`config.mk`:
```
export PLATFORM = sky130hd
export DESIGN_NAME = crm_front
export DESIGN_NICKNAME = d
export VERILOG_FILES = /design/src/rtl/crm_pkg.sv /design/src/rtl/crm_front.sv
export SDC_FILE = /design/constraint.sdc
export NUM_CORES = 1
export LEC_CHECK = 0
export BUFFER_PORTS_ARGS = -buffer_cell sky130_fd_sc_hd__buf_2
export CAP_MARGIN = 20
export CORE_AREA = 2 2 97 99
export DETAILED_ROUTE_END_ITERATION = 8
export DIE_AREA = 0 0 99 101
export GPL_TIMING_DRIVEN = 0
export PLACE_DENSITY = 0.82
export SLEW_MARGIN = 15
export SYNTH_ARGS = -nofsm -noshare
export SYNTH_HDL_FRONTEND = slang
export SYNTH_SLANG_ARGS = --single-unit
export TNS_END_PERCENT = 100
```
`constraint.sdc`:
```
create_clock -name vclk -period 9.7
set_input_delay 1.455 -clock vclk [all_inputs]
set_output_delay 1.455 -clock vclk [all_outputs]
set_load 0.02 [all_outputs]
```
`src/rtl/crm_pkg.sv`:
```
// ----------------------------------------------------------------------------
// crm_pkg
// Shared types and constants of the chained range offset remap unit.
// ----------------------------------------------------------------------------
package crm_pkg;

  // default table geometry
  localparam int STAGES_DEF          = 8;
  localparam int RULES_PER_STAGE_DEF = 8;

  // field widths fixed by the interface
  localparam int OP_W    = 2;
  localparam int IDX_W   = 3;
  localparam int VAL_W   = 32;
  localparam int CFG_W   = 4;
  localparam int NEFF_W  = 5;

  localparam logic [CFG_W-1:0] STAGES_IN_USE_RST = 4'd7;

  // operation codes on the input channel
  localparam logic [OP_W-1:0] OP_WRITE = 2'd0;
  localparam logic [OP_W-1:0] OP_XLATE = 2'd1;
  localparam logic [OP_W-1:0] OP_CLEAR = 2'd2;

  // queue between front and back
  localparam int QUEUE_DEPTH = 2;

  // classified item kinds held in the queue
  typedef enum logic [1:0] {
    K_WRITE,
    K_XLATE,
    K_CLEAR
  } kind_t;

  // one rule as held in the table: match low <= v < rule_end
  typedef struct packed {
    logic [VAL_W-1:0]        low;
    logic [VAL_W:0]          rule_end;
    logic signed [VAL_W:0]   offset;
  } rule_t;

  // queue entry; value is the rule's source low or the query
  typedef struct packed {
    kind_t                   kind;
    logic [IDX_W-1:0]        stage;
    logic [IDX_W-1:0]        slot;
    logic [VAL_W-1:0]        value;
    logic [VAL_W:0]          rule_end;
    logic signed [VAL_W:0]   offset;
  } item_t;

  // table write request from the back end
  typedef struct packed {
    logic             en;
    logic [IDX_W-1:0] stage;
    logic [IDX_W-1:0] slot;
    rule_t            rule;
  } tbl_wr_t;

  // back end walk states
  typedef enum logic [1:0] {
    BK_IDLE,
    BK_WALK,
    BK_FINISH
  } bk_state_t;

endpackage

```
`src/rtl/crm_front.sv`:
```
// ----------------------------------------------------------------------------
// crm_front
// Accepts input items, drops those with no effect, precomputes rule bounds
// and offsets, and pushes the classified item into the queue.
// ----------------------------------------------------------------------------
module crm_front #(
  parameter int STAGES          = crm_pkg::STAGES_DEF,
  parameter int RULES_PER_STAGE = crm_pkg::RULES_PER_STAGE_DEF
) (
  input  logic                       in_valid,
  output logic                       in_ready,
  input  logic [crm_pkg::OP_W-1:0]   operation,
  input  logic [crm_pkg::IDX_W-1:0]  stage,
  input  logic [crm_pkg::IDX_W-1:0]  slot,
  input  logic [crm_pkg::VAL_W-1:0]  dest_start,
  input  logic [crm_pkg::VAL_W-1:0]  src_start,
  input  logic [crm_pkg::VAL_W-1:0]  range_length,
  input  logic [crm_pkg::VAL_W-1:0]  query_value,
  input  logic                       q_full,
  output logic                       q_push,
  output crm_pkg::item_t             q_item
);
  import crm_pkg::*;

  logic  keep;
  logic  in_table;
  kind_t kind;

  // a write outside the table geometry is dropped
  assign in_table = (32'(stage) < STAGES) && (32'(slot) < RULES_PER_STAGE);

  // classify
  always_comb begin
    kind = K_XLATE;
    keep = 1'b0;
    unique case (operation)
      OP_WRITE: begin
        kind = K_WRITE;
        keep = in_table;
      end
      OP_XLATE: begin
        kind = K_XLATE;
        keep = 1'b1;
      end
      OP_CLEAR: begin
        kind = K_CLEAR;
        keep = 1'b1;
      end
      default: begin
        keep = 1'b0;
      end
    endcase
  end

  // payload: source end is exclusive, offset is destination minus source
  always_comb begin
    q_item.kind     = kind;
    q_item.stage    = stage;
    q_item.slot     = slot;
    q_item.value    = (operation == OP_WRITE) ? src_start : query_value;
    q_item.rule_end = {1'b0, src_start} + {1'b0, range_length};
    q_item.offset   = $signed({1'b0, dest_start}) - $signed({1'b0, src_start});
  end

  assign in_ready = !q_full;
  assign q_push   = in_valid && in_ready && keep;

endmodule

```
======== Yosys cells after proc, flatten, opt, wreduce, memory -nomap -nowiden ========
Cells that the tools add are included.
storage, ports and cells
  bits in registers ....................... 0
  latch bits .............................. 0
  bits in writable memories ............... 0
  bits in read-only memories .............. 0
  output and inout port bits .............. 108
  logic and storage cells ................. 12
  memories kept ........................... 0
operators by class
  $add $sub $neg .......................... 2
  $mul .................................... 0
  divide/modulo/power cells ............... 0
  order comparisons ....................... 0
  equal/unequal tests ..................... 2
  shifts and indexed selects .............. 0
  mux-type cells .......................... 3
  bitwise operators ....................... 0
  reductions and logical operators ........ 5
operators by type and width
  kind                  count
  $add A32 B32 Y33      1
  $sub A32 B32 Y33      1
  $mux W32              1
  $pmux W2 S2           1
  $reduce_or A3 Y1      1
  $eq A2 B1 Y1 const B  1
  $eq A2 B2 Y1 const B  1
  $logic_and A1 B1 Y1   2
  $logic_not A2 Y1      1
  $logic_not A1 Y1      1
  $mux W1               1

======== Depth between registers and ports, before layout ========
  depth in word-level cells ............... 4
  depth in mapped cells ................... 12

======== Worst setup path before layout ========
No wires, ideal clock.
  path kind ............................... input port to output port
  start ................................... input src_start[0] (netlist name)
  end ..................................... output q_item[63] (netlist name)
  arrival time ............................ 4,004 ps
  data required time ...................... 8,245 ps
  path slack .............................. 4,241 ps
  stages .................................. 11
  buffers on the path ..................... 0
  path through ............................ ha_1 fa_1 a21o_1 a21oi_2 o21ai_2 a21oi_2 a21o_4 o21bai_4 a211o_1 and4b_1 or4_1
RTL lines
  item         RTL line         RTL
  from (decl)  crm_front.sv:16  input logic [crm_pkg::VAL_W-1:0] src_start,
  to (decl)    crm_front.sv:21  output crm_pkg::item_t q_item

==> flow_summary.toml <==
[die]
dieArea_um2 = 10000
core_um2 = 8980
die_h_um = 101
io_pins = 246
rows = 35
die_x_um = 99
start_util = 0.440

[yosys]
yosysTopAreaCell = "ha_1"
synthCells = 556
synth_commonest_cells = "ha_1, a21oi_1, inv_1, nand2_1, a21o_1"
yosysMostFrequentCell = "ha_1"
ys_types = 62
avgSynthCellArea_um2 = 7.10
synth_area_leaders = "ha_1, mux2_2, xnor2_1"
yosysSeqAreaShare = 0
syn_nets = 760
synth-warning-count = 0
netlist_area_um2 = 3950
synth_top_area_frac = 0.203

[critical_path]
cp-start-kind = "primary input"
cp.required_ns = 8.25
path_max_fanout = 4
cp_cell_sequence = "buf_2 > ha_1 > fa_1 > a21o_1 > a21oi_2 > o21ai_2 > a21oi_2 > a21o_4 > o21bai_4 > a211o_1 > and4b_1 > or4_1 > buf_2"
cp_slowest_cell = "or4_1"
max_stage_delay_ns = 0.55
worstPathArrival_ns = 4.48
critical_path_class = "in2out"
worstSetupEndpointType = "primary output"

[sta]
period_minus_slack_ns = 5.94
relSlewSlack = 0.511
fin_crit_sh = 0.612
final.setup.tns_ns = 0
drv_slew = 0
rsz0062_at_grt = "false"
setup_viol = 0
worstMarginPinSlew_ns = 0.734
fmax_ghz = 0.168
finalHoldViolCount = 0

[power_and_ir_drop]
vdd_ir_drop_max_uv = 54.7
p_per_area_nw_per_um2 = 87.7
leakage_uw = 0.00291

[finish]
num-clock-buffers = 0
area_delta_synth_final_pct = 33.9
drive_above_1_share = 0.373
num-fill-cells = 878
fin_util = 0.589
design.seq.count = 0
design_area_um2 = 5290
nets = 1002
n_antenna_cell = 0
seq_area_um2 = 0

[grt]
grt_max_degree = 11
first_global_vias = 4438
grt_pass1_wl_mm = 21.8
grt_use_total = 0.262
overflow = 0
antenna_found_initial = 0

[placed_design]
dpl-instance-area_um2 = 5290
io_buffers = 240
place.gp.congestion = 1.06
post-dp-hpwl_mm = 12.3

[detailed_routing]
routed_wl_mm = 14.0
drc_errors = 0
initialDrtViolationCount = 186
ant_nets = 0
avgRoutedWirePerCell_um = 15.5
vias = 4921
avgViaCountPerCell = 5.43
first_pass_iters = 4

[flow_run]
cap_violations = 0

[clock_tree]
post_cts_resize_count = 0
cts_setup_buffers = 0
cts.hold.buffers_added = 0

[hold_path]
hold_class = "in2out"

[outcome]
outcome = "finished, final reports clean"
[routing by layer]
layer	share of wire	vias to the layer above	GRT usage
li1	-	2494	-
met1	0.48	2287	0.393
met2	0.47	136	0.435
met3	0.053	4	0.0132
met4	0.0041	0	0.0105
met5	0	-	0
[kinds of logic after synthesis]
logic type                 synth area share
adders and majority gates             0.213
and+or+nand+nor                       0.178
buffers and inverters                0.0789
muxes                                0.0938
AOI/OAI and AO/OA                     0.316
xor gates and xnor gates              0.120
[worst max-delay path, delay by kind of cell]
kind	cells	cell delay [ns]
adder cells (fa/ha/maj)	2	0.64
AO/OA/AOI/OAI	7	1.32
buffers and inverters	2	0.32
AND/OR/NAND/NOR	2	0.75
[cells in the final DEF, fill, tap and decap left out, types with 7 or more instances in the layout]
| cell type | count |
|---|---|
| nand2b_1 | 7 |
| xnor2_1 | 36 |
| nor2_1 | 31 |
| a21o_1 | 38 |
| nand3_1 | 14 |
| xor2_1 | 18 |
| o21ai_0 | 31 |
| o21bai_1 | 7 |
| a21oi_1 | 60 |
| nor3_1 | 8 |
| ha_1 | 64 |
| inv_1 | 46 |
| clkbuf_1 | 21 |
| nand2_1 | 40 |
| nand4_1 | 14 |
| mux2_2 | 32 |
| buf_2 | 243 |
[through the flow]
step	power, µW	instances	setup slack [ns]	hold WS [ns]
floorplan	316	556	4.24	2.99
global placement	457	907	3.79	3.13
detailed placement	460	907	3.78	3.13
CTS	462	907	3.76	3.13
global route	504	907	3.45	3.13
finish	464	907	3.76	3.13
[report_power, final]
part / internal [µW] / leakage [µW] / switching (µW)
clock network: 0 / 0 / 0
logic: 183 / 0.00291 / 281
registers: 0 / 0 / 0
[final cells by class]
type,instances,area (µm²),share of cell area
Inverter,46,173,0.0326
Tap cell,111,139,0.0263
Multi-Input combinational cell,480,3640,0.688
Timing Repair Buffer,240,1200,0.227
Buffer,30,139,0.0263
[final timing paths]
kind | from | endpoint | slack (ns) | depth (start not counted)
worst max-delay path | src_start[0] | q_item[63] | 3.76 | 13
worst min-delay path | stage[2] | q_item[103] | 3.13 | 2
No activity file was read; power rests on OpenSTA's default activity.
