--- src/rtl/crm_pkg.sv ---
// ----------------------------------------------------------------------------
// crm_pkg
// Shared types and constants of the chained range offset remap unit.
// ----------------------------------------------------------------------------
package crm_pkg;

  // default table geometry
  localparam int STAGES_DEF          = 8;
  localparam int RULES_PER_STAGE_DEF = 8;

  // field widths fixed by the interface
  localparam int OP_W    = 2;
  localparam int IDX_W   = 3;
  localparam int VAL_W   = 32;
  localparam int CFG_W   = 4;
  localparam int NEFF_W  = 5;

  localparam logic [CFG_W-1:0] STAGES_IN_USE_RST = 4'd7;

  // operation codes on the input channel
  localparam logic [OP_W-1:0] OP_WRITE = 2'd0;
  localparam logic [OP_W-1:0] OP_XLATE = 2'd1;
  localparam logic [OP_W-1:0] OP_CLEAR = 2'd2;

  // queue between front and back
  localparam int QUEUE_DEPTH = 2;

  // classified item kinds held in the queue
  typedef enum logic [1:0] {
    K_WRITE,
    K_XLATE,
    K_CLEAR
  } kind_t;

  // one rule as held in the table: match low <= v < rule_end
  typedef struct packed {
    logic [VAL_W-1:0]        low;
    logic [VAL_W:0]          rule_end;
    logic signed [VAL_W:0]   offset;
  } rule_t;

  // queue entry; value is the rule's source low or the query
  typedef struct packed {
    kind_t                   kind;
    logic [IDX_W-1:0]        stage;
    logic [IDX_W-1:0]        slot;
    logic [VAL_W-1:0]        value;
    logic [VAL_W:0]          rule_end;
    logic signed [VAL_W:0]   offset;
  } item_t;

  // table write request from the back end
  typedef struct packed {
    logic             en;
    logic [IDX_W-1:0] stage;
    logic [IDX_W-1:0] slot;
    rule_t            rule;
  } tbl_wr_t;

  // back end walk states
  typedef enum logic [1:0] {
    BK_IDLE,
    BK_WALK,
    BK_FINISH
  } bk_state_t;

endpackage

--- src/rtl/crm_queue.sv ---
// ----------------------------------------------------------------------------
// crm_queue
// Short FIFO of classified items between the front and the back end.
// ----------------------------------------------------------------------------
module crm_queue (
  input  logic            clk,
  input  logic            rst,
  input  logic            push,
  input  crm_pkg::item_t  push_item,
  output logic            full,
  input  logic            pop,
  output logic            not_empty,
  output crm_pkg::item_t  head
);
  import crm_pkg::*;

  localparam int PW = (QUEUE_DEPTH > 1) ? $clog2(QUEUE_DEPTH) : 1;
  localparam int CW = $clog2(QUEUE_DEPTH + 1);

  item_t           entries [QUEUE_DEPTH];
  logic [PW-1:0]   wr_ptr;
  logic [PW-1:0]   rd_ptr;
  logic [CW-1:0]   count;
  logic            do_push;
  logic            do_pop;

  assign full      = (count == CW'(QUEUE_DEPTH));
  assign not_empty = (count != '0);
  assign do_push   = push && !full;
  assign do_pop    = pop && not_empty;
  assign head      = entries[rd_ptr];

  // storage
  always_ff @(posedge clk) begin
    if (do_push) begin
      entries[wr_ptr] <= push_item;
    end
  end

  // pointers and fill level
  always_ff @(posedge clk) begin
    if (rst) begin
      wr_ptr <= '0;
      rd_ptr <= '0;
      count  <= '0;
    end else begin
      if (do_push) begin
        wr_ptr <= (32'(wr_ptr) == QUEUE_DEPTH - 1) ? '0 : PW'(wr_ptr + 1'b1);
      end
      if (do_pop) begin
        rd_ptr <= (32'(rd_ptr) == QUEUE_DEPTH - 1) ? '0 : PW'(rd_ptr + 1'b1);
      end
      unique case ({do_push, do_pop})
        2'b10:   count <= CW'(count + 1'b1);
        2'b01:   count <= CW'(count - 1'b1);
        default: count <= count;
      endcase
    end
  end

  a_count_bound: assert property (@(posedge clk) disable iff (rst)
    count <= CW'(QUEUE_DEPTH))
    else $error("queue fill level beyond depth");

  a_no_push_full: assert property (@(posedge clk) disable iff (rst)
    full && !do_pop |=> count == CW'(QUEUE_DEPTH))
    else $error("full queue lost an entry");

  a_pop_level: assert property (@(posedge clk) disable iff (rst)
    do_pop && !do_push |=> count == CW'($past(count) - 1'b1))
    else $error("pop did not lower fill level");

endmodule

--- config.mk ---
export PLATFORM = sky130hd
export DESIGN_NAME = crm_queue
export DESIGN_NICKNAME = d
export VERILOG_FILES = /design/src/rtl/crm_pkg.sv /design/src/rtl/crm_queue.sv
export SDC_FILE = /design/constraint.sdc
export NUM_CORES = 1
export LEC_CHECK = 0
export ABC_CLOCK_PERIOD_IN_PS = 4230
export BUFFER_PORTS_ARGS = -buffer_cell sky130_fd_sc_hd__buf_2
export CORE_ASPECT_RATIO = 0.5
export CORE_UTILIZATION = 47
export CTS_BUF_LIST = sky130_fd_sc_hd__clkbuf_4 sky130_fd_sc_hd__clkbuf_8 sky130_fd_sc_hd__clkbuf_16
export DETAILED_ROUTE_END_ITERATION = 10
export GPL_ROUTABILITY_DRIVEN = 0
export PLACE_DENSITY = 0.73
export SYNTH_ARGS = -nofsm -noshare
export SYNTH_HDL_FRONTEND = slang
export SYNTH_SLANG_ARGS = --single-unit
--- constraint.sdc ---
create_clock -name clk -period 4.23 [get_ports clk]
set_input_delay 0 -clock clk [delete_from_list [all_inputs] [get_ports clk]]
set_output_delay 0 -clock clk [all_outputs]
set_load 0.01 [all_outputs]
Word level (Yosys, flattened, before mapping)
Memory sizes are Yosys's and may differ from the RTL's. A register that Yosys moved wholly into a read port is not among the register bits.
Index checks and enable logic that the tools add are counted.
Storage, ports and cells
  register bits: 4
  memory bits (writable): 212
  bits of input ports: 110
  output and inout bits: 108
  word-level logic and storage cells: 23
  memories kept: 1
Operators by class
  add/sub/neg operators: 4
  equal/unequal tests: 3
  multiplexer cells: 7
  reduce and logical (&&, ||, !) cells: 5
Memory list
  entries: depth 2, bits a word 106, rd ports 1, clocked after memory_dff 1, wr ports 1, RTL line crm_queue.sv:20  | item_t entries [QUEUE_DEPTH];
Operator list (count)
  1-bit 2-to-1 mux: 6
  2-bit == test, second input constant: 2
  2-bit one-hot mux with 2 select lines: 1
  2-bit nonzero test: 2
  1-bit adder, second input constant: 2
  2-bit by 1-bit adder with 2-bit output, second input constant: 1
  2-bit by 1-bit == test with 1-bit output, second input constant: 1
  1-bit logical AND: 2
  2-bit by 1-bit subtractor with 2-bit output, second input constant: 1
  1-bit logical NOT: 1

Longest topological paths before layout
Gate-level depths: netlist (run 1).
  word-level depth: 5
  depth in mapped cells: 6
  mapped depth without buffers: 6

Worst setup path before layout (run 1)
Ideal clock, no wire load.
  path type: flip-flop to flip-flop
  start: register count[0]
  end: memory entries[1][0] in the netlist's numbering, enable pin
  arrival time: 3.039 ns
  data required time: 3.752 ns
  slack: 0.713 ns
  cell stages (with the launch flop): 3
  period minus slack after synthesis: 3.517 ns
  path through: dfxtp_1 nand2b_2 and3_1
Between the ends
  word-level cells in the longest chain between the ends: 5
RTL lines
  start: declaration: RTL line crm_queue.sv:23  | logic [CW-1:0] count;
  start signal: assignment: RTL line crm_queue.sv:54  | 2'b10: count <= CW'(count + 1'b1);
  start signal: assignment: RTL line crm_queue.sv:55  | 2'b01: count <= CW'(count - 1'b1);
  start signal: assignment: RTL line crm_queue.sv:56  | default: count <= count;
  2-bit == test: RTL line crm_queue.sv:27  | assign full = (count == CW'(QUEUE_DEPTH));
  1-bit logical NOT: RTL line crm_queue.sv:29  | assign do_push = push && !full;
  1-bit logical AND: RTL line crm_queue.sv:29
  1-bit 2-to-1 mux: RTL line crm_queue.sv:35  | if (do_push) begin
  1-bit 2-to-1 mux (not written as such): RTL line crm_queue.sv:36  | entries[wr_ptr] <= push_item;
  end: declaration: RTL line crm_queue.sv:20
No other way between the ends.

==> summary.md, run 1 <==
## Clock tree
- worst-case clock buffer depth: 3
- Post-CTS Repair Setup Buffers: 0
- Resized cells post-CTS: 0
- register clock-pin slew on the reported worst setup and hold paths: 0.07 ns
- level count of the clock H-tree: 1
- insertion delay of the later-clocked pin in the worst-skew pair: 0.49 ns
- CTS root buf: clkbuf_16
- Num CTS Buffers: 20
- # hold bufs at CTS: 110
- CTS tree: built
- CTS sink count: 217

## Placement
- area post-placement: 0.009215 mm²
- total half-perimeter wirelength after legalization and detailed placement: 9012 µm
- Placed Cells: 786
- Buffers on Ports: 217

## Power and ir drop
- leakage power: 4.139 nW
- VDD IR-drop max: 0.4275 mV
- power per unit of standard cell area: 551.8 mW/mm²

## Logic synthesis
- sequential fraction of the synthesis area: 82.24%
- Post-synth ARST share: 0%
- cell accounting for the most synthesized area: edfxtp_1
- Post-Synthesis Cells: 356
- number of enable flip-flop cells after synthesis: 212
- per-instance average area after synthesis: 22.09 µm²
- Distinct cells, synth: 21
- Synth Warn #: 0
- summed instance area of the synthesized netlist: 0.007863 mm²
- post-synthesis net count: 467
- share of the synthesized area in the top cell type: 80.97%
- number of storage elements in the synthesis netlist: 217
- dominant register cell in the synthesized netlist: edfxtp_1
- cells taking the most area after synthesis: edfxtp_1 (81%), mux2_2 (8.6%), mux2_1 (6.6%)

## STA
- final setup TNS: 0 ns
- transition time at the pin with the least slew margin: 1.000 ns
- final critical-path required period: 2.444 ns
- count of pins over their slew limit: 0
- Fin Clk Skew: 0.009262 ns
- worst rel slew slack: 33.34%
- final clock period utilization by the worst path: 57.78%
- setup repair after global routing missed its margin: no
- # setup viols final: 0
- achievable clock frequency: 409.2 MHz
- Final Hold Viols: 0

## Route
- routed vias/inst: 4.812
- total number of vias: 4,490
- drt pass-1 iters: 4
- First DRT Iteration DRCs: 165
- average wire per standard cell: 17.39 µm
- residual DRC count: 0
- antenna-violating nets left: 0
- Total Routed Length: 16,220 µm

## Setup path
- peak per-stage delay on the critical path: 0.87 ns
- critical path depth in cells: 3
- critical path required time: 4.23 ns
- Critical Path End Type: output pin
- number of cell instances on the worst register-to-register path: 5
- Crit path arrival time: 2.44 ns
- Worst Setup Start Kind: register
- number of buffers and inverters on the critical path: 2
- cell with the largest stage delay on the worst path: dfxtp_4
- cell family with most CP delay: flip-flops
- biggest fanout along the worst timing path: 57
- cells along the critical path: buf_4 -> mux2_1 -> buf_2
- type of the worst setup path: register to output pin

## Run
- Max Cap Viol: 0

## GRT
- wire length of the first global-routing pass: 24,380 µm
- layer carrying the most global-route usage: met2
- vias in the first global route: 4,849
- global-route met1 utilization: 19.73%
- total congestion overflow: 0
- antenna violations before repair: 0
- maximum number of pins on one net before global-route repair: 73
- GRT Overall Usage: 18.66%
- met2 track demand over resource in global routing: 36.12%
- global-route met3 utilization: 3.660%

## Outcome
- status: complete, no violations

## Finish
- highest-count cells in the layout ignoring fill and taps: buf_2 (217), edfxtp_1 (212), dlygate4sd3_1 (110), mux2_2 (60), mux2_1 (46)
- end-of-flow core utilization: 68.93%
- most frequent standard cell in the layout excluding fill and tap cells: buf_2
- fraction of final layout cells with drive strength greater than 1: 44.73%
- number of nets in the layout: 808
- final non-filler cell total: 933
- area growth from synthesis to layout: 39.00%
- final std cell area, no fill: 0.01093 mm²

## Floorplan
- chip height: 93.46 µm
- core area: 0.01586 mm²
- standard-cell rows: 32
- die width: 184.9 µm
- die area: 0.01728 mm²
- initial cell density of the core: 49.59%
- Ports: 218

## Worst hold path
- min-delay worst type: primary input to register
- Cells on Worst Hold Path: 2

synthesized netlist by cell type (2+ instances only):
cell type,instances
buf_4,4
inv_1,2
nor2_1,3
mux2_2,60
xnor2_1,2
or3_1,2
o21ai_0,2
edfxtp_1,212
a21oi_1,2
dfxtp_1,5
buf_2,7
mux2_1,46
state kept, by name, summed over array words and instances (netlist names), named ones only:
register	count
rd_ptr	1
entries	212
wr_ptr	1
count	2
cells by family after synthesis:
logic type	Yosys count	synth area share, %
fa+ha+maj	1	0.1591
xor+xnor	3	0.3342
compound gates	5	0.3501
mux	106	15.18
flops	217	82.24
buf+inv	15	1.114
simple gates	9	0.6207
final timing paths:
kind,start,to,slack (ns)
worst min register to register,wr_ptr$_SDFFE_PP0N_,wr_ptr$_SDFFE_PP0N_,0.51
worst min-delay path,push_item[60],entries[1][60]$_DFFE_PP_,0.24
worst max register to register,count[0]$_SDFFE_PP0P_,entries[0][31]$_DFFE_PP_,1.82
worst max-delay path,register,head[85],1.79
layer usage:
layer  share of wire (%)  wire length, µm  vias up
met5                   0                0        -
met4                 3.6              583        0
met3                 3.9              626       44
met2                  55             8990      132
met1                  37             6021     2216
li1                    -                -     2098
through the flow:
step	total power [W]	hold slack (ns)	setup WS (ns)
2_1_floorplan	0.003760	0.06907	0.7131
5_1_grt	0.006302	0.2208	1.659
3_3_place_gp	0.004283	0.1867	1.872
4_1_cts	0.006081	0.2166	1.754
6_report	0.006031	0.2385	1.786
3_5_place_dp	0.004312	0.1907	1.808
final cells by class:
cell class	instances	area, µm²
Sequential cell	217	6470
Fill cell	1057	4926
Antenna cell	1	2.502
Multi-Input combinational cell	124	1314
Clock inverter	11	55.05
Timing Repair Buffer	331	2242
Tap cell	221	276.5
Inverter	3	13.76
Clock buffer	25	555.5
worst register-to-register path: stages, from the launching register on:
cell and delay [ns]:
dfxtp_1 0.41, nand2b_2 0.19, inv_2 0.04, or3_1 0.36
inv_4 0.72, buf_12 0.36
power by group:
part | switching, W | total, W | internal, W | leakage, nW
Clock | 0.000746 | 0.00168 | 0.000937 | 0.305
Combinational | 0.000759 | 0.00148 | 0.000722 | 1.81
Sequential | 0.000152 | 0.00287 | 0.00272 | 2.03
Power figures use the tool's default switching activity.
==> inputs of run 2 (changes only) <==
--- a/config.mk
+++ b/config.mk
@@ -5,7 +5,7 @@
 export SDC_FILE = /design/constraint.sdc
 export NUM_CORES = 1
 export LEC_CHECK = 0
-export ABC_CLOCK_PERIOD_IN_PS = 4230
+export ABC_CLOCK_PERIOD_IN_PS = 2400
 export BUFFER_PORTS_ARGS = -buffer_cell sky130_fd_sc_hd__buf_2
 export CORE_ASPECT_RATIO = 0.5
 export CORE_UTILIZATION = 47
==> constraint.sdc (replaced) <==
create_clock -name clk -period 2.4 [get_ports clk]
set_input_delay 0 -clock clk [delete_from_list [all_inputs] [get_ports clk]]
set_output_delay 0 -clock clk [all_outputs]
set_load 0.01 [all_outputs]
==> run 2 against run 1 <==
Cell count is 0.32% lower. Sequential power is 72% higher. Core utilization is 0.47 points higher. First-iteration DRC count is 3.6% lower. Power is 78% higher. Die area stayed put. Clock power is 78% higher. Setup slack worse by 1.3 ns.
==> summary.md, run 2 (synthesis gave the netlist of run 1 again) <==
## Outcome
- status: complete, no violations

## Power and ir drop
- power per unit of standard cell area: 974.2 mW/mm², +77%
- register share of total power: 46.1%, -1.4 points
- share of total power in combinational logic: 26.0%, +1.4 points
- VDD IR-drop max: 0.7172 mV, +68%
- switch share: 26.94%, -0.54 points
- internal power component: 0.007831 W, +79%
- leakage power: 4.155 nW, +0.40%
- total power draw: 0.01072 W, +78%
- net switching component of the power: 0.002888 W, +74%
- power share of the clock group: 27.9%, about the same

## STA
- Final Hold Viols: 0, unchanged
- Fin Clk Skew: 0.008512 ns, -0.0007494 ns
- final clock period utilization by the worst path: 78.96%
- setup repair after global routing missed its margin: no
- # setup viols final: 0, unchanged
- worst rel slew slack: 74.93%, +42 points
- final setup TNS: 0 ns, unchanged
- achievable clock frequency: 527.7 MHz
- transition time at the pin with the least slew margin: 0.3753 ns, -0.6247 ns
- final critical-path required period: 1.895 ns
- count of pins over their slew limit: 0, unchanged

## Worst hold path
- min-delay worst type: primary input to register
- Cells on Worst Hold Path: 2, unchanged

## Finish
- number of nets in the layout: 810, +0.25%
- area of combinational cells with multiple inputs: 0.001324 mm², +0.76%
- highest-count cells in the layout ignoring fill and taps: buf_2 (217), edfxtp_1 (212), dlygate4sd3_1 (110), mux2_2 (60), mux2_1 (46)
- top flop regs: entries x212, count x2
- number of flip-flops in the largest register: 212, unchanged
- Biggest register: entries
- area growth from synthesis to layout: 39.94%
- antenna diode instance count: 0, -1
- Layout fillers: 1,056, -0.095%
- fraction of final layout cells with drive strength greater than 1: 44.71%, about the same
- most frequent standard cell in the layout excluding fill and tap cells: buf_2
- FF+latch area: 0.006471 mm², about the same

## Floorplan
- initial cell density of the core: 49.59%, unchanged
- core area: 0.01586 mm², unchanged
- die area: 0.01728 mm², unchanged
- chip height: 93.46 µm, unchanged
- die width: 184.9 µm, unchanged
- Ports: 218, unchanged
- standard-cell rows: 32, unchanged

## Setup path
- cells along the critical path: nand2b_4 -> inv_4 -> or3_4 -> clkinvlp_4 -> buf_12
- Critical Path End Type: register
- cell family with most CP delay: buffers and inverters
- Worst Setup Start Kind: register
- biggest fanout along the worst timing path: 53, -7.0%
- cell with the largest stage delay on the worst path: dfxtp_2
- Crit path arrival time: 2.05 ns, -0.39 ns
- critical path depth in cells: 5, +2
- number of buffers and inverters on the critical path: 3, +1
- type of the worst setup path: register to register
- critical path required time: 2.55 ns, -1.68 ns
- number of cell instances on the worst register-to-register path: 5, unchanged
- peak per-stage delay on the critical path: 0.37 ns, -0.50 ns

## Placement
- Buffers on Ports: 217, unchanged
- total half-perimeter wirelength after legalization and detailed placement: 9205 µm, +2.1%

## Route
- antenna-violating nets left: 0, unchanged
- routed vias/inst: 4.769, -0.91%
- residual DRC count: 0, unchanged
- total number of vias: 4,435, -1.2%
- First DRT Iteration DRCs: 159, -3.6%
- Total Routed Length: 15,650 µm, -3.5%
- average wire per standard cell: 16.83 µm, -3.2%
- drt pass-1 iters: 6, +2

## GRT
- total congestion overflow: 0, unchanged
- GRT Overall Usage: 18.07%, -0.60 points
- maximum number of pins on one net before global-route repair: 63, -14%
- vias in the first global route: 4,657, -4.0%
- wire length of the first global-routing pass: 23,590 µm, -3.3%
- antenna violations before repair: 0, unchanged

## Clock tree
- Num CTS Buffers: 20, unchanged
- CTS sink count: 217, unchanged
- level count of the clock H-tree: 1, unchanged
- register clock-pin slew on the reported worst setup and hold paths: 0.06 ns, about the same
- worst-case clock buffer depth: 3, unchanged
- Post-CTS Repair Setup Buffers: 0, unchanged
- Resized cells post-CTS: 0, unchanged
- insertion delay of the later-clocked pin in the worst-skew pair: 0.49 ns, about the same
- CTS root buf: clkbuf_16
- # hold bufs at CTS: 110, unchanged
- CTS tree: built

## Run
- Max Cap Viol: 0, unchanged

[run 2: cell count changes in the layout (fill, tap and decap cells not counted), sizes merged]
cell    previous run  this run
buf              221       223
clkbuf            25        23
clkinv             9         7
bufinv             0         1
diode              1         0
inv                4         3
[run 2: stage by stage]
step                utilization (%)  std cells  setup slack (ns)  area, µm²  hold WS (ns)
finish                        69.40        930            0.5050      11000        0.2331
global route                  69.40        930            0.4239      11000        0.2193
CTS                           69.40        930            0.4998      11000        0.2155
detailed placement            58.63        788            0.5170       9295        0.1917
global placement              58.63        788            0.5357       9295        0.1871
floorplan                         -        356           -0.1930       7881       0.06497
[run 2: area by class of cell]
type                    count  share of cell area [%]
well taps                 221                   2.513
repair buffers            333                   20.97
clock inverters             9                  0.6027
flip-flops and latches    217                   58.81
clock buffers              23                   4.912
inverters                   3                  0.1592
multi-input cells         124                   12.03
[run 2: path summary, 6_finish.rpt]
| check | start | endpoint | slack [ns] |
|---|---|---|---|
| setup reg to reg | count[0]$_SDFFE_PP0P_ | entries[0][71]$_DFFE_PP_ | 0.50 |
| hold / removal | push_item[21] | entries[0][21]$_DFFE_PP_ | 0.23 |
| setup / recovery | count[0]$_SDFFE_PP0P_ | entries[0][71]$_DFFE_PP_ | 0.50 |
| hold reg to reg | wr_ptr$_SDFFE_PP0N_ | wr_ptr$_SDFFE_PP0N_ | 0.52 |
[run 2: power groups by stage]
stage | logic (W) | clock network, W | registers, W
floorplan | 0.00166 | 0 | 0.00497
global placement | 0.00263 | 0 | 0.00500
detailed placement | 0.00264 | 0 | 0.00503
CTS | 0.00281 | 0.00306 | 0.00495
global route | 0.00300 | 0.00323 | 0.00499
finish | 0.00279 | 0.00299 | 0.00494
[run 2: layer usage]
metal / vias to the layer above / routed length [µm] / global-route usage (%)
met2: 109 / 8721 / 35.84
met5: - / 0 / 0
met1: 2202 / 5990 / 19.55
li1: 2095 / - / -
met3: 29 / 637 / 3.660
met4: 0 / 301 / 4.683
