**src/rtl/crm_pkg.sv**
```systemverilog
// ----------------------------------------------------------------------------
// crm_pkg
// Shared types and constants of the chained range offset remap unit.
// ----------------------------------------------------------------------------
package crm_pkg;

  // default table geometry
  localparam int STAGES_DEF          = 8;
  localparam int RULES_PER_STAGE_DEF = 8;

  // field widths fixed by the interface
  localparam int OP_W    = 2;
  localparam int IDX_W   = 3;
  localparam int VAL_W   = 32;
  localparam int CFG_W   = 4;
  localparam int NEFF_W  = 5;

  localparam logic [CFG_W-1:0] STAGES_IN_USE_RST = 4'd7;

  // operation codes on the input channel
  localparam logic [OP_W-1:0] OP_WRITE = 2'd0;
  localparam logic [OP_W-1:0] OP_XLATE = 2'd1;
  localparam logic [OP_W-1:0] OP_CLEAR = 2'd2;

  // queue between front and back
  localparam int QUEUE_DEPTH = 2;

  // classified item kinds held in the queue
  typedef enum logic [1:0] {
    K_WRITE,
    K_XLATE,
    K_CLEAR
  } kind_t;

  // one rule as held in the table: match low <= v < rule_end
  typedef struct packed {
    logic [VAL_W-1:0]        low;
    logic [VAL_W:0]          rule_end;
    logic signed [VAL_W:0]   offset;
  } rule_t;

  // queue entry; value is the rule's source low or the query
  typedef struct packed {
    kind_t                   kind;
    logic [IDX_W-1:0]        stage;
    logic [IDX_W-1:0]        slot;
    logic [VAL_W-1:0]        value;
    logic [VAL_W:0]          rule_end;
    logic signed [VAL_W:0]   offset;
  } item_t;

  // table write request from the back end
  typedef struct packed {
    logic             en;
    logic [IDX_W-1:0] stage;
    logic [IDX_W-1:0] slot;
    rule_t            rule;
  } tbl_wr_t;

  // back end walk states
  typedef enum logic [1:0] {
    BK_IDLE,
    BK_WALK,
    BK_FINISH
  } bk_state_t;

endpackage

```
**src/rtl/crm_back.sv**
```systemverilog
// ----------------------------------------------------------------------------
// crm_back
// Executes queued items: rule writes, minimum clears, and translations that
// walk the stages one per cycle, then holds the result for the output.
// ----------------------------------------------------------------------------
module crm_back #(
  parameter int STAGES          = crm_pkg::STAGES_DEF,
  parameter int RULES_PER_STAGE = crm_pkg::RULES_PER_STAGE_DEF,
  parameter int SW              = (STAGES > 1) ? $clog2(STAGES) : 1
) (
  input  logic                        clk,
  input  logic                        rst,
  input  logic [crm_pkg::CFG_W-1:0]   stages_in_use,
  input  logic                        q_valid,
  input  crm_pkg::item_t              q_item,
  output logic                        q_pop,
  output crm_pkg::tbl_wr_t            tbl_wr,
  output logic [SW-1:0]               rd_addr,
  input  crm_pkg::rule_t              rd_rules [RULES_PER_STAGE],
  input  logic [RULES_PER_STAGE-1:0]  rd_valid,
  output logic                        out_valid,
  input  logic                        out_ready,
  output logic [crm_pkg::VAL_W-1:0]   translated,
  output logic [crm_pkg::VAL_W-1:0]   running_minimum
);
  import crm_pkg::*;

  bk_state_t          state;
  bk_state_t          state_next;
  logic [VAL_W-1:0]   v;
  logic [VAL_W-1:0]   least;
  logic [SW-1:0]      cnt;
  logic [SW-1:0]      last;
  logic [NEFF_W-1:0]  n_eff;
  logic               start_xlate;
  logic               do_clear;
  logic               deliver;
  logic               wr_en;
  logic [VAL_W-1:0]   stage_result;
  logic [VAL_W-1:0]   new_min;

  // stage count clamped to the table
  assign n_eff = (NEFF_W'(stages_in_use) > NEFF_W'(STAGES)) ?
                 NEFF_W'(STAGES) : NEFF_W'(stages_in_use);

  // one stage: parallel range match, lowest slot wins, add and saturate
  always_comb begin
    logic                hit;
    logic signed [VAL_W:0] sel_off;
    logic signed [VAL_W+1:0] sum;
    hit     = 1'b0;
    sel_off = '0;
    for (int k = RULES_PER_STAGE - 1; k >= 0; k--) begin
      if (rd_valid[k] && (v >= rd_rules[k].low) &&
          ({1'b0, v} < rd_rules[k].rule_end)) begin
        hit     = 1'b1;
        sel_off = rd_rules[k].offset;
      end
    end
    sum = $signed({2'b00, v}) + $signed({sel_off[VAL_W], sel_off});
    if (!hit) begin
      stage_result = v;
    end else if (sum[VAL_W+1]) begin
      stage_result = '0;
    end else if (sum[VAL_W]) begin
      stage_result = '1;
    end else begin
      stage_result = sum[VAL_W-1:0];
    end
  end

  assign new_min = (v < least) ? v : least;

  // next state
  always_comb begin
    state_next = state;
    unique case (state)
      BK_IDLE: begin
        if (q_valid && q_item.kind == K_XLATE) begin
          state_next = (n_eff == '0) ? BK_FINISH : BK_WALK;
        end
      end
      BK_WALK: begin
        if (cnt == last) begin
          state_next = BK_FINISH;
        end
      end
      BK_FINISH: begin
        if (!out_valid || out_ready) begin
          state_next = BK_IDLE;
        end
      end
      default: state_next = BK_IDLE;
    endcase
  end

  // control outputs
  always_comb begin
    q_pop       = 1'b0;
    start_xlate = 1'b0;
    do_clear    = 1'b0;
    deliver     = 1'b0;
    rd_addr     = '0;
    wr_en       = 1'b0;
    unique case (state)
      BK_IDLE: begin
        q_pop       = q_valid;
        wr_en       = q_valid && (q_item.kind == K_WRITE);
        start_xlate = q_valid && (q_item.kind == K_XLATE);
        do_clear    = q_valid && (q_item.kind == K_CLEAR);
      end
      BK_WALK: begin
        rd_addr = SW'(cnt + 1'b1);
      end
      BK_FINISH: begin
        deliver = !out_valid || out_ready;
      end
      default: ;
    endcase
  end

  assign tbl_wr.en            = wr_en;
  assign tbl_wr.stage         = q_item.stage;
  assign tbl_wr.slot          = q_item.slot;
  assign tbl_wr.rule.low      = q_item.value;
  assign tbl_wr.rule.rule_end = q_item.rule_end;
  assign tbl_wr.rule.offset   = q_item.offset;

  // control registers
  always_ff @(posedge clk) begin
    if (rst) begin
      state     <= BK_IDLE;
      out_valid <= 1'b0;
      least     <= '1;
    end else begin
      state <= state_next;
      if (deliver) begin
        out_valid <= 1'b1;
      end else if (out_ready) begin
        out_valid <= 1'b0;
      end
      if (do_clear) begin
        least <= '1;
      end else if (deliver) begin
        least <= new_min;
      end
    end
  end

  // datapath registers
  always_ff @(posedge clk) begin
    if (start_xlate) begin
      v    <= q_item.value;
      cnt  <= '0;
      last <= SW'(n_eff - 1'b1);
    end else if (state == BK_WALK) begin
      v   <= stage_result;
      cnt <= SW'(cnt + 1'b1);
    end
    if (deliver) begin
      translated      <= v;
      running_minimum <= new_min;
    end
  end

  a_walk_bound: assert property (@(posedge clk) disable iff (rst)
    state == BK_WALK |-> cnt <= last)
    else $error("stage counter passed the last stage");

  a_min_order: assert property (@(posedge clk) disable iff (rst)
    out_valid |-> running_minimum <= translated)
    else $error("running minimum above translated value");

  a_min_tracks: assert property (@(posedge clk) disable iff (rst)
    deliver |=> out_valid && running_minimum == least)
    else $error("held minimum differs from delivered minimum");

endmodule
```
**config.mk**
```make
export PLATFORM = sky130hd
export DESIGN_NAME = crm_back
export DESIGN_NICKNAME = d
export VERILOG_FILES = /design/src/rtl/crm_pkg.sv /design/src/rtl/crm_back.sv
export SDC_FILE = /design/constraint.sdc
export NUM_CORES = 1
export LEC_CHECK = 0
export ABC_AREA = 1
export BUFFER_PORTS_ARGS = -buffer_cell sky130_fd_sc_hd__buf_2
export CORE_AREA = 2 2 421 423
export DETAILED_ROUTE_END_ITERATION = 6
export DIE_AREA = 0 0 423 425
export PLACE_DENSITY = 0.4
export SYNTH_ARGS = -nofsm -noshare
export SYNTH_HDL_FRONTEND = slang
export SYNTH_SLANG_ARGS = --single-unit
```
**constraint.sdc**
```tcl
create_clock -name clk -period 6.3 [get_ports clk]
set_input_delay 0.315 -clock clk [delete_from_list [all_inputs] [get_ports clk]]
set_output_delay 0.315 -clock clk [all_outputs]
set_load 0.01 [all_outputs]
```
After elaboration in Yosys (flattened, before gate mapping)
Index checks and enable logic that the tools add are counted.
{"block": "word_totals", "regBits": 137, "word_cells": 103, "out_inout_bits": 174}
{"block": "op_classes", "add_sub_neg": 3, "n_reduce_logical": 30, "magnitude_cmp": 18, "n_eq_ne": 8, "n_mux": 36}
{"cell": "< comparator 32 x 33 -> 1 bit", "count": 8}
{"cell": "2-to-1 mux 33 bit", "count": 8}
{"cell": ">= comparator 32 bit", "count": 8}
{"cell": "2-to-1 mux 32 bit", "count": 6}
{"cell": "adder 33 x 33 -> 34 bit", "count": 1}
{"cell": "< comparator 32 bit", "count": 1}
{"cell": "logical AND 1 bit", "count": 19}
{"cell": "2-to-1 mux 1 bit", "count": 15}
{"cell": "2-to-1 mux 2 bit", "count": 4}
{"cell": "inequality test 2 bit, second input constant", "count": 3}
{"cell": "case mux 2 bit (3 select lines)", "count": 1}
{"cell": "nonzero test 2 bit", "count": 3}
{"cell": "zero test 5 bit", "count": 1}
{"cell": "equality test 2 x 1 -> 1 bit, second input constant", "count": 2}
{"cell": "equality test 2 bit, second input constant", "count": 2}
{"cell": "greater-than comparator 4 bit, second input constant", "count": 1}
{"cell": "zero test 2 bit", "count": 2}
{"cell": "2-to-1 mux 4 bit", "count": 1}
{"cell": "adder 3 x 1 -> 3 bit, second input constant", "count": 1}
{"cell": "equality test 3 bit", "count": 1}
{"cell": "2-to-1 mux 3 bit", "count": 1}
{"cell": "AND reduction 3 bit", "count": 1}
{"cell": "subtractor 3 x 1 -> 3 bit, second input constant", "count": 1}
{"cell": "AND reduction 2 bit", "count": 1}
{"cell": "other kinds (3)", "count": 3}

Logic depth before layout (Yosys ltp)
Gate-level depths: netlist (run 1).
{"block": "depth", "word_depth": 17, "depth_mapped": 46, "mapped_depth_nobuf": 43}

Worst setup path after synthesis (run 1)
Ideal clock, no wire load.
{"block": "synth_timing", "kind": "register to register", "start": "register v[23]", "end": "register v[0] (enable)", "stages_incl_launch_ff": 15, "setup_ps": 466, "arrival_time_ps": 4652, "path_slack_ps": 1183, "synth_period_minus_slack_ps": 5117, "path_cell_list": "edfxtp_1 > ha_1 > nand2_1 > nor2_1 > nand4_1 > nor4_2 > nand4_1 > nand4_1 > nand2_1 > nor2_4 > clkinv_1 > clkbuf_1 > nand2_1 > nor4_1 > o21ai_0"}
{"block": "synth_via", "elab_chain_len": 13, "word_cells_on_any_way": 42, "classes_between": "order compare (16); mux (8); reduce/logical (18)"}
{"element": "start: declaration", "line_no": "crm_back.sv:30", "rtl": "logic [VAL_W-1:0] v;"}
{"element": "start signal: assignment", "line_no": "crm_back.sv:153", "rtl": "v <= q_item.value;"}
{"element": "start signal: assignment", "line_no": "crm_back.sv:157", "rtl": "v <= stage_result;"}
{"element": ">= comparator 32 bit", "line_no": "crm_back.sv:54", "rtl": "if (rd_valid[k] && (v >= rd_rules[k].low) &&"}
{"element": "logical AND 1 bit (2 in series)", "line_no": "crm_back.sv:54"}
{"element": "2-to-1 mux 1 bit (7 in series)", "line_no": "crm_back.sv:54"}
{"element": "2-to-1 mux 1 bit *", "line_no": "crm_back.sv:54"}
{"element": "nonzero test 2 bit (no source line) *"}
{"element": "AND reduction 2 bit (no source line) *"}
Every way passes the cells marked *; elsewhere a longest branch is shown, timed or not.
A chain may end at the register's enable or synchronous reset.

Final worst setup path (run 1)
{"block": "layout_timing", "start": "register v[27]", "end": "register v[23] (data pin)"}
{"block": "layout_via", "elab_chain_len": 17, "word_cells_on_any_way": 46, "classes_between": "add/sub (1); order compare (16); mux (13); reduce/logical (16)"}
{"element": ">= comparator 32 bit", "line_no": "crm_back.sv:54"}
{"element": "logical AND 1 bit (2 in series)", "line_no": "crm_back.sv:54"}
{"element": "2-to-1 mux 33 bit (8 in series)", "line_no": "crm_back.sv:54"}
{"element": "adder 33 x 33 -> 34 bit *", "line_no": "crm_back.sv:60", "rtl": "sum = $signed({2'b00, v}) + $signed({sel_off[VAL_W], sel_off});"}
{"element": "2-to-1 mux 32 bit", "line_no": "crm_back.sv:65", "rtl": "end else if (sum[VAL_W]) begin"}
{"element": "2-to-1 mux 32 bit *", "line_no": "crm_back.sv:63", "rtl": "end else if (sum[VAL_W+1]) begin"}
{"element": "2-to-1 mux 32 bit *", "line_no": "crm_back.sv:61", "rtl": "if (!hit) begin"}
{"element": "2-to-1 mux 32 bit *", "line_no": "crm_back.sv:156", "rtl": "end else if (state == BK_WALK) begin"}
{"element": "2-to-1 mux 32 bit *", "line_no": "crm_back.sv:152", "rtl": "if (start_xlate) begin"}
Every way passes the cells marked *; elsewhere a longest branch is shown, timed or not. The select of a mux whose other input is x is not followed.

==> summary.txt, run 1 <==
Worst hold path
  • WHS Path Cells: 2
  • Worst hold path type: in2reg

Synthesis
  • Post-synth top area share: 28.9%
  • Area leader, netlist: ha_1
  • Post-Syn Area: 0.0246 mm2
  • Share of flip-flops with an asynchronous set or reset: 0%
  • Syn Inst Count: 3611
  • Syn. warnings: 0
  • Post-Syn Nets: 5087
  • Most frequent cells after synthesis: 691 x nand2_1, 683 x inv_1, 569 x ha_1, 371 x a21oi_1, 252 x nor2_1
  • Leading register cell type out of synthesis: edfxtp_1
  • Post-synth EDFFs: 99
  • Sequential element share of the synthesized area: 15.2%
  • Most common cell in the netlist: nand2_1
  • Synth area leaders: ha_1 29%, edfxtp_1 12%, nand2_1 11%
  • Unique masters post-synth: 62
  • Syn Area/Cell: 6.82 um2
  • #FFs+latches synth: 137

Setup path
  • CP Class: reg2reg
  • Slowest stage delay, CP: 510 ps
  • CP required: 6550 ps
  • Element type at the critical path end: flip-flop
  • Crit start category: flip-flop
  • Crit Path Max Fanout: 33
  • Crit path DAT: 6220 ps
  • Slowest-stage cell, CP: edfxtp_1
  • Crit-path most repeated cell: nand2_1
  • Cells on worst reg2reg path: 38

Routing
  • Vias per cell: 3.96
  • # DRC: 0
  • Vias: 27600
  • Antenna viol nets, final: 0
  • Total wire length: 156000 um
  • DR iter-0 viols: 1167
  • DRT Pass-1 Iters: 5
  • Highest layer used for signal routing: met5
  • WL/cell: 22.3 um
  • Met1 wire length: 57300 um
  • Routed wl met2: 86800 um
  • Met3 wire len: 6050 um

Clock network
  • Clk root buf: clkbuf_16
  • Later-pin clock latency in the skew report: 510 ps
  • Hold buffer count at CTS: 0
  • CTS tree: built
  • Clock transition at path regs: 70 ps
  • Clk buf depth: 2
  • Clk sinks: 137
  • H-tree depth: 4
  • Inserted Clock Buffers: 17

Run status
  • Status: complete, no violations

Global routing
  • Vias in the first global route: 27600
  • Pin count of the biggest net entering global routing: 71
  • Global Route Usage Sum: 16.5%
  • Remaining global-route overflow: 0
  • Antenna violations before repair: 63
  • Global-route wire length before repair: 206000 um

STA
  • Tmin final: 5970 ps
  • Setup TNS: 0 ps
  • Worst slew pin tran: 1060 ps
  • Crit share post-route: 94.8%
  • Fmax achieved: 167 MHz
  • Fin. max-slew vios: 0
  • Relative slew slack: 28.8%
  • Worst Slack Setup Final: 327 ps
  • Final setup skew: 23.2 ps
  • Hold Vio Cnt, Final: 0
  • Final setup viols: 0
  • Hold WS: 81.3 ps

Power and ir drop
  • Worst IR Drop VDD: 0.000253 V
  • PD cells: 524 mW/mm2
  • Tot Pwr: 17.9 mW
  • Pleak: 18.9 nW

Placement
  • RD Place Congestion: 0.906
  • DP Wirelength: 135000 um
  • Port Buffers: 935
  • Place WS: -455 ps

Floorplanning
  • Core Box Area: 0.175 mm2
  • Die Ht: 425 um
  • Die width: 423 um
  • Initial Util: 14.0%
  • Die area: 0.180 mm2
  • Row cnt: 154
  • I/O pin count: 1080

Final layout
  • Share of layout cells above drive strength 1: 29.5%
  • Layout area overhead: 38.6%
  • Final net count: 6090

Flow run
  • Number of max-cap violations: 0
-- placed cells by master (no fill, tap or decap), drive strengths merged, types with 2 or more instances in the layout --
| master | n |
|---|---|
| buf | 1161 |
| nand2 | 767 |
| inv | 705 |
| ha | 569 |
| a21oi | 376 |
| nor2 | 265 |
| o21ai | 217 |
| nand3 | 114 |
| edfxtp | 99 |
| o211ai | 80 |
| nand4 | 50 |
| dfxtp | 38 |
| nor3 | 28 |
| xor2 | 27 |
| clkbuf | 23 |
| diode | 18 |
| o21a | 18 |
| nand3b | 15 |
| nor4 | 11 |
| a21o | 8 |
| a211oi | 8 |
| xnor2 | 7 |
| a21boi | 6 |
| a31oi | 5 |
| clkinv | 5 |
| o21bai | 4 |
| o31ai | 4 |
| and3 | 3 |
| o221ai | 3 |
| or2 | 2 |
| o311ai | 2 |
-- layer usage --
| layer | global-route usage, % | vias to the layer above |
|---|---|---|
| met4 | 5.19 | 10 |
| li1 | - | 13900 |
| met2 | 33.4 | 807 |
| met3 | 2.54 | 224 |
| met1 | 17.0 | 12700 |
| met5 | 0 | - |
-- layout make-up --
cell class / count / area [um2]
Multi-Input combinational cell: 2595 / 17300
Clock inverter: 11 / 93.8
Fill cell: 20100 / 141000
Clock buffer: 21 / 504
Timing Repair inverter: 2 / 17.5
Antenna cell: 18 / 45.0
Tap cell: 2340 / 2930
Timing Repair Buffer: 1163 / 6860
Inverter: 698 / 2640
Sequential cell: 137 / 3730
-- metrics by stage --
step	cell area [um2]	util [%]	instances
floorplan	24600	-	3611
global placement	32800	18.7	6898
detailed placement	32800	18.7	6898
CTS	33700	19.2	6947
global route	34100	19.5	6980
finish	34100	19.5	6985
-- power by group --
| part | internal (mW) | switching (mW) |
|---|---|---|
| logic | 6.12 | 9.07 |
| clock network | 0.584 | 0.499 |
| registers | 1.43 | 0.177 |
| total | 8.13 | 9.75 |
-- registers in the layout, summed over array words and instances (netlist names) --
signal           cells
cnt                  3
v                   32
state                2
out_valid            1
translated          32
last                 3
least               32
running_minimum     32
-- worst paths after layout --
| check | startpoint | to | slack, ps |
|---|---|---|---|
| worst max-delay path | v[27]$_DFFE_PP_ | v[23]$_DFFE_PP_ | 330 |
| worst max register to register | v[27]$_DFFE_PP_ | v[23]$_DFFE_PP_ | 330 |
| worst min register to register | least[0]$_SDFFE_PP1P_ | least[0]$_SDFFE_PP1P_ | 520 |
| worst min-delay path | rst | out_valid$_SDFFE_PP0P_ | 80 |
-- critical path: cells and delay by family, from the launching register on --
family,cells,cell delay (ps)
AO/OA/AOI/OAI,14,1850
flip-flops,1,510
AND/OR/NAND/NOR,16,1730
adder cells (fa/ha/maj),2,600
buffers and inverters,6,1010
-- cell families after synthesis --
family                   synth area share (%)
AND/OR/NAND/NOR                          22.5
adder cells (fa/ha/maj)                  29.0
flip-flops                               15.2
XOR/XNOR                                 1.21
AO/OA/AOI/OAI                            16.6
buffers and inverters                    15.5
-- timing repair --
item	4_1_cts	5_1_grt
setup buffers	16	16
pin swaps	3	10
resized for setup	18	50
endpoints found under the setup margin	32	32
gates cloned	1	4
No activity file was read; power rests on OpenSTA's default activity.
==> run 2: changes to the inputs <==
Settings changed: CELL_PAD_IN_SITES_DETAIL_PLACEMENT from default to 1, CELL_PAD_IN_SITES_GLOBAL_PLACEMENT from default to 2, CORE_AREA 2 2 421 423 to 2 2 425 427, DIE_AREA 0 0 423 425 to 0 0 427 429, PLACE_DENSITY 0.4 to 0.58, SLEW_MARGIN from default to 40.
==> run 2 against run 1 <==
Effect of this change:
- sequential power barely moved
- combinational power increased by 3%
- clock skew grew 4.1 ps
- fmax grew 2.0%
- register-to-register slack gained 120 ps
- sequential share of layout area decreased by 0.054 points
- design area increased by 0.50%
- worst setup slack gained 120 ps
- routed wire length up 3.5%
- die area grew 1.9%
- critical path type unchanged
==> summary.txt, run 2 (synthesized netlist as in run 1, its figures left out) <==
Final layout
  • Final net count: 6115 (was 6090)
  • Reg area: 0.00373 mm2 (unchanged)
  • Final Cell Area: 0.0343 mm2 (was 0.0341 mm2)
  • Area of the multi-input gates: 0.0172 mm2 (was 0.0173 mm2)
  • Commonest non-fill, non-tap cell in the layout: buf_2 (unchanged)
  • Commonest cells after routing, fill and taps aside: 935 x buf_2, 689 x nand2_1, 682 x inv_1 (was 935 x buf_2, 687 x nand2_1, 683 x inv_1)
  • Cell Count, Final, Fillers Out: 7033 (was 6985)
  • Layout area overhead: 39.3% (was 38.6%)
  • Filler cells: 22000 (was 20100)
  • Post-route core utilization: 19.3% (was 19.5%)
  • Share of layout cells above drive strength 1: 29.9% (was 29.5%)

Routing
  • # DRC: 0 (unchanged)
  • Antenna viol nets, final: 0 (unchanged)
  • Total wire length: 161000 um (was 156000 um)
  • DR iter-0 viols: 902 (was 1167)
  • Vias per cell: 4.03 (was 3.96)
  • WL/cell: 22.9 um (was 22.3 um)
  • Vias: 28400 (was 27600)
  • DRT Pass-1 Iters: 5 (unchanged)

Power and ir drop
  • Switching Power: 10.1 mW (was 9.75 mW)
  • Net Sw Frac: 54.8% (was 54.5%)
  • Sequential share of power: 8.7% (was 9.0%)
  • Combinational Power Share: 85.5% (was 84.9%)
  • PD cells: 536 mW/mm2 (was 524 mW/mm2)
  • Tot Pwr: 18.4 mW (was 17.9 mW)
  • Worst IR Drop VDD: 0.000244 V (was 0.000253 V)
  • Internal power: 8.31 mW (was 8.13 mW)
  • Clk network pwr share: 5.8% (was 6.1%)
  • Pleak: 18.9 nW (about the same)

Clock network
  • Clk buf depth: 2 (unchanged)
  • CTS tree: built (unchanged)
  • Inserted Clock Buffers: 17 (unchanged)
  • Hold buffer count at CTS: 0 (unchanged)
  • Clk root buf: clkbuf_16 (unchanged)
  • Later-pin clock latency in the skew report: 510 ps (about the same)
  • H-tree depth: 4 (unchanged)
  • Clock transition at path regs: 80 ps (was 70 ps)
  • Clk sinks: 137 (unchanged)

Worst hold path
  • Hold_sp: rst (unchanged)
  • WHS Path Cells: 2 (unchanged)
  • Worst hold path type: in2reg (unchanged)
  • Worst Hold Path EP: out_valid$_SDFFE_PP0P_ (unchanged)

Placement
  • Area after DPL: 0.0332 mm2 (was 0.0328 mm2)
  • Port Buffers: 935 (unchanged)
  • DP Wirelength: 142000 um (was 135000 um)
  • RD Place Congestion: 0.872 (was 0.906)
  • Cells after DPL: 6951 (was 6898)

Floorplanning
  • Die area: 0.183 mm2 (was 0.180 mm2)
  • Row cnt: 155 (was 154)
  • Die Ht: 429 um (was 425 um)
  • I/O pin count: 1080 (unchanged)
  • Core Box Area: 0.178 mm2 (was 0.175 mm2)
  • Die width: 427 um (was 423 um)
  • Initial Util: 13.8% (was 14.0%)

STA
  • Setup TNS: 0 ps (unchanged)
  • Final setup viols: 0 (unchanged)
  • Tmin final: 5860 ps (was 5970 ps)
  • Fmax achieved: 171 MHz (was 167 MHz)
  • Fin. max-slew vios: 0 (unchanged)
  • Final setup skew: 27.2 ps (was 23.2 ps)
  • Crit share post-route: 93.0% (was 94.8%)
  • Worst slew pin tran: 794 ps (was 1060 ps)
  • Hold Vio Cnt, Final: 0 (unchanged)
  • Relative slew slack: 47.1% (was 28.8%)

Global routing
  • Global-route wire length before repair: 220000 um (was 206000 um)
  • Remaining global-route overflow: 0 (unchanged)
  • Pin count of the biggest net entering global routing: 77 (was 71)
  • Antenna violations before repair: 87 (was 63)
  • Vias in the first global route: 30200 (was 27600)
  • Global Route Usage Sum: 17.1% (was 16.5%)

Setup path
  • Slowest stage delay, CP: 420 ps (was 510 ps)
  • Buf/Inv on CP: 9 (was 6)
  • Crit path DAT: 6110 ps (was 6220 ps)
  • Crit-path most repeated cell: nand2_1 (unchanged)
  • R2r startpoint: v[22]$_DFFE_PP_ (was v[27]$_DFFE_PP_)
  • Cells on worst reg2reg path: 36 (was 38)
  • CP Depth: 36 (was 38)
  • Slowest-stage cell, CP: edfxtp_1 (unchanged)
  • CP Class: reg2reg (unchanged)
  • Crit start category: flip-flop (unchanged)
  • Worst flop-to-flop path endpoint: v[30]$_DFFE_PP_ (was v[23]$_DFFE_PP_)
  • Element type at the critical path end: flip-flop (unchanged)
  • CP required: 6550 ps (about the same)
  • Reg2Reg Setup Slack: 440 ps (was 330 ps)
  • Delay-heaviest family, CP: simple AND/OR/NAND/NOR gates (was compound AO/OA/AOI/OAI gates)
  • Crit Path Max Fanout: 35 (was 33)

Run status
  • Status: complete, no violations (unchanged)

Flow run
  • Number of max-cap violations: 0 (unchanged)
[run 2: cell count changes in the layout (fill, tap and decap cells not counted), sizes merged, moves of 2 or more]
cell / before / now
clkinvlp: 1 / 3
inv: 705 / 702
clkinv: 5 / 10
clkbuf: 23 / 17
diode: 18 / 26
buf: 1161 / 1189
[run 2: how the worst max path moves through the flow]
stage	start	endpoint	slack [ps]
after floorplan	v[23]$_DFFE_PP_	v[0]$_DFFE_PP_	1180
after global placement	rd_rules[282]	v[0]$_DFFE_PP_	-310
after detailed placement	v[24]$_DFFE_PP_	v[0]$_DFFE_PP_	-130
after CTS	v[22]$_DFFE_PP_	v[27]$_DFFE_PP_	30
after global routing	v[19]$_DFFE_PP_	v[31]$_DFFE_PP_	-10
final	v[22]$_DFFE_PP_	v[30]$_DFFE_PP_	440
[run 2: cell type report]
type	count	share of cell area (%)
clock buffer	17	1.24
clock inverter	15	0.401
sequential	137	10.9
multi-input combinational	2594	50.3
timing repair inverter	2	0.0584
timing repair buffer	1189	20.6
inverter	698	7.71
antenna	26	0.190
tap	2355	8.59
[run 2: stage by stage]
stage	hold WS, ps	worst slack, ps
after floorplan	384	1180
after detailed placement	501	-126
after global routing	59.8	-14.1
final	86.5	442
after global placement	495	-308
after CTS	12.4	30.2
[run 2: timing repair]
action | 4_1_cts | 5_1_grt
gates cloned | 0 | 2
setup buffers | 0 | 22
pin swaps | 0 | 13
gates resized for setup | 6 | 51
setup endpoints to repair | 32 | 32
[run 2: power by group through the flow]
stage          combinational [mW]  sequential, mW  clock, mW
6_report                     15.7            1.59       1.07
5_1_grt                      17.7            1.61       1.15
4_1_cts                      15.6            1.63       1.14
3_5_place_dp                 15.6            1.65          0
3_3_place_gp                 15.3            1.65          0
2_1_floorplan                8.51            1.95          0
[run 2: metal layers]
layer / track usage [%] / share of wire [%] / vias up / routed length (um)
met5: 0 / 0.20 / - / 328
met4: 3.91 / 2.4 / 50 / 3880
met3: 2.88 / 3.9 / 230 / 6240
met2: 34.6 / 56 / 710 / 90200
met1: 17.9 / 38 / 13400 / 60600
li1: - / - / 13900 / -
==> run 3: changes to the inputs <==
==> constraint.sdc (replaced) <==
create_clock -name clk -period 6.3 [get_ports clk]
set_input_delay 0.945 -clock clk [delete_from_list [all_inputs] [get_ports clk]]
set_output_delay 0.945 -clock clk [all_outputs]
set_load 0.01 [all_outputs]
==> run 3 against run 2 <==
Effect of this change:
- worst setup slack better by 20 ps
- final cell count is 0.54% higher
- clock skew rose by 1.5 ps
- utilization rose by 0.19 points
- non-clock buffer count is 44 higher
- combinational power barely moved
- via count shrank 0.77%
- sequential share of layout area fell by 0.11 points
- clock power about the same
- critical path type unchanged
- critical endpoint is now v[0]$_DFFE_PP_
- largest cell class unchanged
- largest power group unchanged
- highest routed layer unchanged
==> summary.txt, run 3 (synthesized netlist as in run 1, its figures left out) <==
Final layout
  • Cell Count, Final, Fillers Out: 7071 (was 7033)
  • Commonest non-fill, non-tap cell in the layout: buf_2 (unchanged)
  • Share of layout cells above drive strength 1: 30.2% (was 29.9%)
  • Commonest cells after routing, fill and taps aside: 935 x buf_2, 688 x nand2_1, 683 x inv_1 (was 935 x buf_2, 689 x nand2_1, 682 x inv_1)
  • Final net count: 6157 (was 6115)
  • Layout area overhead: 40.7% (was 39.3%)
  • Final Cell Area: 0.0346 mm2 (was 0.0343 mm2)
  • Post-route core utilization: 19.5% (was 19.3%)

Global routing
  • Pin count of the biggest net entering global routing: 84 (was 77)
  • Global-route wire length before repair: 220000 um (about the same)
  • Remaining global-route overflow: 0 (unchanged)
  • Antenna violations before repair: 72 (was 87)
  • Vias in the first global route: 30100 (was 30200)
  • Global Route Usage Sum: 17.0% (was 17.1%)

Routing
  • Vias: 28100 (was 28400)
  • Antenna viol nets, final: 0 (unchanged)
  • Vias per cell: 3.98 (was 4.03)
  • # DRC: 0 (unchanged)
  • DRT Pass-1 Iters: 5 (unchanged)
  • Total wire length: 160000 um (was 161000 um)
  • WL/cell: 22.7 um (was 22.9 um)
  • DR iter-0 viols: 840 (was 902)

Floorplanning
  • I/O pin count: 1080 (unchanged)
  • Core Box Area: 0.178 mm2 (unchanged)
  • Initial Util: 13.8% (unchanged)
  • Row cnt: 155 (unchanged)
  • Die area: 0.183 mm2 (unchanged)
  • Die Ht: 429 um (unchanged)
  • Die width: 427 um (unchanged)

STA
  • Crit share post-route: 92.7% (was 93.0%)
  • Final setup skew: 28.8 ps (was 27.2 ps)
  • Hold WS: 525 ps (was 86.5 ps)
  • Hold Vio Cnt, Final: 0 (unchanged)
  • Setup repair after global routing missed its margin: true
  • Setup TNS: 0 ps (unchanged)
  • Relative slew slack: 45.7% (was 47.1%)
  • Worst slew pin tran: 814 ps (was 794 ps)
  • Worst Slack Setup Final: 462 ps (was 442 ps)
  • Fin. max-slew vios: 0 (unchanged)
  • Final setup viols: 0 (unchanged)
  • Fmax achieved: 171 MHz (about the same)
  • Tmin final: 5840 ps (was 5860 ps)

Placement
  • Area after DPL: 0.0336 mm2 (was 0.0332 mm2)
  • RD Place Congestion: 0.880 (was 0.872)
  • Cells after DPL: 6991 (was 6951)
  • Port Buffers: 935 (unchanged)
  • Place WS: -601 ps (was -126 ps)
  • DP Wirelength: 141000 um (was 142000 um)

Setup path
  • Crit Path Max Fanout: 32 (was 35)
  • CP required: 6570 ps (was 6550 ps)
  • Worst flop-to-flop path endpoint: v[0]$_DFFE_PP_ (was v[30]$_DFFE_PP_)
  • Crit start category: flip-flop (unchanged)
  • Cells on worst reg2reg path: 33 (was 36)
  • Delay-heaviest family, CP: simple AND/OR/NAND/NOR gates (unchanged)
  • Buf/Inv on CP: 6 (was 9)
  • Crit path DAT: 6110 ps (about the same)
  • Crit-path most repeated cell: nand2_1 (unchanged)
  • Slowest-stage cell, CP: edfxtp_1 (unchanged)
  • CP Class: reg2reg (unchanged)
  • Slowest stage delay, CP: 450 ps (was 420 ps)
  • R2r startpoint: v[21]$_DFFE_PP_ (was v[22]$_DFFE_PP_)
  • Reg2Reg Setup Slack: 460 ps (was 440 ps)
  • Element type at the critical path end: flip-flop (unchanged)

Clock network
  • Clk root buf: clkbuf_16 (unchanged)
  • Clk buf depth: 2 (unchanged)
  • Later-pin clock latency in the skew report: 510 ps (about the same)
  • Clock transition at path regs: 80 ps (about the same)
  • Inserted Clock Buffers: 17 (unchanged)
  • CTS tree: built (unchanged)
  • H-tree depth: 4 (unchanged)
  • Hold buffer count at CTS: 0 (unchanged)
  • Clk sinks: 137 (unchanged)

Power and ir drop
  • Worst IR Drop VDD: 0.000332 V (was 0.000244 V)
  • PD cells: 528 mW/mm2 (was 536 mW/mm2)
  • Pleak: 19.2 nW (was 18.9 nW)
  • Tot Pwr: 18.3 mW (was 18.4 mW)

Worst hold path
  • WHS Path Cells: 2 (unchanged)
  • Hold_sp: least[0]$_SDFFE_PP1P_ (was rst)
  • Worst hold path type: reg2reg (was in2reg)
  • Worst Hold Path EP: least[0]$_SDFFE_PP1P_ (was out_valid$_SDFFE_PP0P_)

Run status
  • Status: complete, no violations (unchanged)

Flow run
  • Number of max-cap violations: 0 (unchanged)
[run 3: cell count changes in the layout (fill, tap and decap cells not counted), sizes merged]
| cell | delta |
|---|---|
| buf | +44 |
| diode | -4 |
| clkinv | -3 |
| bufinv | +2 |
| clkbuf | +2 |
| clkinvlp | -2 |
| inv | -1 |
[run 3: worst max-delay path by stage]
stage	start	end	slack, ps	depth (start not counted)
after floorplan	rd_rules[579]	v[0]$_DFFE_PP_	930	15
after global placement	rd_rules[49]	v[0]$_DFFE_PP_	-560	39
after detailed placement	rd_rules[49]	v[0]$_DFFE_PP_	-600	39
after CTS	v[28]$_DFFE_PP_	v[0]$_DFFE_PP_	20	33
after global routing	v[29]$_DFFE_PP_	v[0]$_DFFE_PP_	-0.4	38
final	v[21]$_DFFE_PP_	v[0]$_DFFE_PP_	460	33
[run 3: routing by layer]
layer / GRT usage, % / wire [um] / up-vias
li1: - / - / 14000
met1: 17.8 / 60100 / 13200
met2: 34.3 / 89200 / 694
met3: 2.80 / 6200 / 210
met4: 4.55 / 4590 / 38
met5: 0 / 211 / -
[run 3: report_power, final]
part	total, mW	switching, mW	leakage, nW	internal, mW
combinational	15.6	9.10	17.7	6.50
sequential	1.59	0.156	1.21	1.43
clock	1.10	0.516	0.280	0.587
total	18.3	9.77	19.2	8.52
[run 3: cell type report]
cell class,count,area (um2)
fill,22100,143000
antenna,22,55.1
sequential,137,3730
clock inverter,13,144
clock buffer,19,433
multi-input combinational,2594,17200
inverter,698,2630
timing repair buffer,1233,7490
tap,2355,2950
[run 3: worst min-delay path, cell delays in order (launching register included)]
cell	delay (ps)
dfxtp_1	340
nand2_1	70
nand3_1	70
[run 3: repair_timing]
item	in CTS	in global routing
pin swaps	0	2
setup buffers	0	26
endpoints found under the setup margin	32	32
resized for setup	5	32
